File: src/gla_pkg.sv
// Shared definitions for the gated landmark association block.
// Field widths, kind and register codes, reset values and the multiplier request type.
// Used by every other file of the block; it depends on nothing.
`default_nettype none

package gla_pkg;

    localparam int POS_W   = 24;
    localparam int SCORE_W = 16;
    localparam int TRIG_W  = 16;
    localparam int GATE_W  = 32;
    localparam int IDX_W   = 6;
    localparam int ENTRY_W = 2 * POS_W + SCORE_W;

    localparam int TABLE_DEPTH_DEF = 64;

    localparam int KIND_W = 2;
    localparam logic [KIND_W-1:0] KIND_CLEAR  = 2'd0;
    localparam logic [KIND_W-1:0] KIND_APPEND = 2'd1;
    localparam logic [KIND_W-1:0] KIND_ASSOC  = 2'd2;

    localparam int CFG_IDX_W  = 1;
    localparam int CFG_DATA_W = 32;
    localparam logic [CFG_IDX_W-1:0] CFG_GATE_DISTANCE_SQ = 1'd0;
    localparam logic [CFG_IDX_W-1:0] CFG_MIN_SCORE        = 1'd1;

    localparam logic [GATE_W-1:0]         GATE_RST      = 32'd16384;
    localparam logic signed [SCORE_W-1:0] MIN_SCORE_RST = -16'sd512;

    localparam int IN_DATA_W  = 144;
    localparam int IN_USER_W  = 2;
    localparam int OUT_DATA_W = 56;
    localparam int OUT_USER_W = 2;

    localparam int MUL_A_W = 25;
    localparam int MUL_B_W = 17;
    localparam int MUL_P_W = MUL_A_W + MUL_B_W;

    typedef struct packed {
        logic signed [MUL_A_W-1:0] a;
        logic signed [MUL_B_W-1:0] b;
    } t_mul_req;

endpackage

`default_nettype wire

File: src/gla_mul.sv
// Shared signed multiplier of the association block, with a registered product.
// Serves the four rotation products and the two squared distance terms.
// Depends on gla_pkg.
`default_nettype none

module gla_mul (
    input  wire                                    i_clk,
    input  gla_pkg::t_mul_req                      i_req,
    output logic signed [gla_pkg::MUL_P_W-1:0]     o_prod
);

    logic signed [gla_pkg::MUL_P_W-1:0] r_prod;
    logic signed [gla_pkg::MUL_P_W-1:0] n_prod;

    always_comb begin
        n_prod = $signed(i_req.a) * $signed(i_req.b);
    end

    always_ff @(posedge i_clk) begin
        r_prod <= n_prod;
    end

    assign o_prod = r_prod;

endmodule

`default_nettype wire

File: config.mk
export PLATFORM = sky130hd
export DESIGN_NAME = gla_mul
export DESIGN_NICKNAME = d
export VERILOG_FILES = /design/src/gla_pkg.sv /design/src/gla_mul.sv
export SDC_FILE = /design/constraint.sdc
export NUM_CORES = 1
export LEC_CHECK = 0
export BUFFER_PORTS_ARGS = -buffer_cell sky130_fd_sc_hd__buf_4
export CORE_UTILIZATION = 55
export DETAILED_ROUTE_END_ITERATION = 8
export PLACE_DENSITY = 0.77
export REMOVE_ABC_BUFFERS = 1
export SYNTH_ARGS = -nofsm -noshare
export SYNTH_HDL_FRONTEND = slang
export SYNTH_SLANG_ARGS = --single-unit
File: constraint.sdc
create_clock -name i_clk -period 8.9 [get_ports i_clk]
set_input_delay 1.78 -clock i_clk [delete_from_list [all_inputs] [get_ports i_clk]]
set_output_delay 1.78 -clock i_clk [all_outputs]
set_load 0.03 [all_outputs]
# Yosys cells after proc, flatten, opt, wreduce, memory -nomap -nowiden
# Cells that the tools add are included.
[word_totals] register_bits=42 inputBits=43
[op_classes] multipliers=1
[op_table] cell="25-bit by 17-bit multiplier with 42-bit output" count=1

# Longest topological paths before layout
[depth] word_depth=1 depth_mapped=26

# Worst setup path after synthesis
# No wires, ideal clock.
[synth_path] path_type="input -> register" startpoint="input port i_req[31] (netlist bit)" endpoint="register r_prod, in the netlist o_prod[38]" required_ns=8.772 setup_ns=0.128 stages=24 slack_ns=1.495 arrival_time_ns=7.277 path_cell_list="clkbuf_1 > nand2_1 > fa_1 > inv_1 > fa_1 > inv_1 > fa_1 > inv_1 > fa_1 > fa_1 > inv_1 > fa_1 > inv_1 > ha_1 > a21o_1 > a21o_1 > a21oi_2 > o21ai_1 > and3_4 > o31a_1 > o2111ai_2 > a31oi_2 > a31oi_2 > a211oi_1"
[synth_via] elab_chain_cells=1
[synth_lines] item="from (decl)" line_no="gla_mul.sv:8" rtl="input gla_pkg::t_mul_req i_req,"
[synth_lines] item="25-bit by 17-bit multiplier with 42-bit output" line_no="gla_mul.sv:16" rtl="n_prod = $signed(i_req.a) * $signed(i_req.b);"
[synth_lines] item="named net n_prod, one bit" line_no="gla_mul.sv:13" rtl="logic signed [gla_pkg::MUL_P_W-1:0] n_prod;"
[synth_lines] item="to (signal assigned)" line_no="gla_mul.sv:20" rtl="r_prod <= n_prod;"
[synth_lines] item="to (decl)" line_no="gla_mul.sv:12" rtl="logic signed [gla_pkg::MUL_P_W-1:0] r_prod;"
# The timed path passes the listed nets, and every way through them passes these cells.

# Worst setup path in the final report
[layout_path] startpoint="input port i_req[5] (netlist bit)" endpoint="register r_prod, in the netlist o_prod[31]"
# The elaborated chain is that of the path after synthesis.

==> impl_metrics.json <==
{
  "crit_fanout": 25,
  "rows": 61,
  "hold_buffers": 0,
  "synth_edf_count": 0,
  "cts_buffers": 5,
  "fp.dieW_um": 172,
  "nets": 2292,
  "synthTopCellsByCount": "inv_1 (436), fa_1 (416), nand2_1 (227)",
  "slew_viol_final": 0,
  "yosys.area.top_type": "fa_1",
  "clockBufferDepth": 2,
  "min_period_ps": 8000,
  "post_cts_buffers": 0,
  "worstPathRequired_ps": 9100,
  "nFillCells": 2372,
  "final-seq-area_sq_um": 841,
  "cp-start-kind": "primary input",
  "synth.avg_cell_area_sq_um": 9.32,
  "die_area_sq_mm": 0.0295,
  "ys_async_sr_fraction_pct": 0,
  "outcome": "complete, no violations",
  "area_growth_pct": 6.55,
  "yosysMostFrequentCell": "inv_1",
  "track_usage_pct": 28.6,
  "ys_warn_count": 0,
  "ys_top_cells_by_area": "fa_1 (53%), inv_1 (10%), ha_1 (8.0%)",
  "pin_count": 85,
  "synth.distinct_cells": 49,
  "cts.repair.resized": 0,
  "synth_top_area_share_pct": 52.6,
  "post-dp-hpwl_mm": 30.3,
  "drt_wl_total_mm": 38.3,
  "rsz0062_at_grt": "false",
  "initialDrtViolationCount": 688,
  "drc_errors": 0,
  "cts_tree": "done",
  "grt_pass1_wl_mm": 63.4,
  "largest_reg_flops": 42,
  "synth_area_sq_mm": 0.0158,
  "via_count": 11365,
  "drt.antenna.violating_nets": 0,
  "overflow": 0,
  "yosys_register_bits": 42,
  "final_cell_area_sq_mm": 0.0169,
  "worstPathArrival_ps": 8200,
  "htreeDepth": 2,
  "drt-pass1-iter-count": 5,
  "coreArea_sq_mm": 0.0280,
  "ys.flop_type": "dfxtp_1",
  "drive_above_1_share_pct": 6.12,
  "synth-seq-area-share_pct": 5.31,
  "path_clk_slew_ps": 70,
  "grt_pass1_vias": 12703,
  "clockRootBuffer": "clkbuf_16",
  "syn-instance-count": 1699,
  "multiInputGateArea_sq_mm": 0.0131,
  "worst_pin_slew_ps": 772,
  "drv_cap": 0,
  "timing.setup.tns_ps": 0,
  "endpoint_kind": "flip-flop",
  "place_area_sq_mm": 0.0167,
  "max_slew_margin_pct": 48.4,
  "io_buffer_count": 84,
  "finalHoldViolCount": 0,
  "path_class": "primary input to flip-flop",
  "gp_congestion": 0.899,
  "finalCritPeriodShare_pct": 89.9,
  "clock-sinks": 42,
  "fmax_mhz": 125,
  "grt_max_degree": 26,
  "hold_path.class": "primary input to flip-flop",
  "routed_via_density": 5.38,
  "finalSetupViolations": 0,
  "wire_per_inst_um": 18.1,
  "antenna_found_initial": 2,
  "die_h_um": 172,
  "start_util_pct": 56.5
}
==> layout by cell type (no fill, tap or decap), types with 8 or more instances in the layout <==
cell type	n
a21o_1	22
a21oi_1	25
and2_1	186
buf_4	86
dfxtp_1	42
fa_1	416
ha_1	101
inv_1	436
nand2_1	227
nand2b_1	10
nor2_1	41
nor2b_1	10
o21ai_0	11
xnor2_1	34
xor2_1	8
==> final cells by class <==
class / instances / share of cell area, %
Multi-Input combinational cell: 1160 / 77.8
Antenna cell: 1 / 0.0148
Tap cell: 378 / 2.80
Sequential cell: 42 / 4.99
Inverter: 437 / 9.73
Clock inverter: 2 / 0.0816
Clock buffer: 6 / 0.764
Timing Repair Buffer: 86 / 3.83
==> worst paths after layout <==
kind | from | end | slack, ps | cells after the start
worst max-delay path | i_req[5] | o_prod[31] | 900 | 23
worst min-delay path | i_req[17] | o_prod[0] | 1890 | 2
==> stage by stage <==
stage | util, % | hold WS [ps] | instances | worst slack [ps]
after floorplan | - | 1900 | 1639 | 1730
after detailed placement | 59.7 | 2200 | 2103 | 609
after global placement | 59.7 | 2200 | 2103 | 675
after global routing | 60.2 | 1880 | 2111 | 460
after CTS | 60.2 | 1880 | 2111 | 906
final | 60.2 | 1890 | 2112 | 900
==> kinds of logic after synthesis <==
logic type | count (synthesis) | share of synthesized area, %
and+or+nand+nor | 499 | 15.5
DFF | 42 | 5.31
buffers and inverters | 497 | 11.8
xor gates and xnor gates | 42 | 2.32
AOI/OAI and AO/OA | 102 | 4.48
adders and majority gates | 517 | 60.6
==> worst max-delay path: stages <==
cell and delay, ps:
buf_4 230, and2_1 220, fa_1 530, inv_1 50, fa_1 460, fa_1 520
inv_1 60, fa_1 500, fa_1 510, inv_1 50, fa_1 480, inv_1 40
ha_1 330, and3_1 240, a221oi_1 290, o31ai_2 170, o31ai_2 480, nand2_1 220
a21oi_2 230, o21ai_0 280, nor4_1 280, nor2_1 80, xor2_1 140
==> metal layers <==
metal / GRT usage [%] / vias up / routed length, um
li1: - / 4944 / -
met1: 35.2 / 5883 / 14800
met2: 50.0 / 445 / 19300
met3: 5.96 / 93 / 3130
met4: 9.51 / 0 / 1040
met5: 0 / - / 0
Power is not shown: default switching activity piles up to over one toggle a cycle in this logic, so the estimate is an artifact.
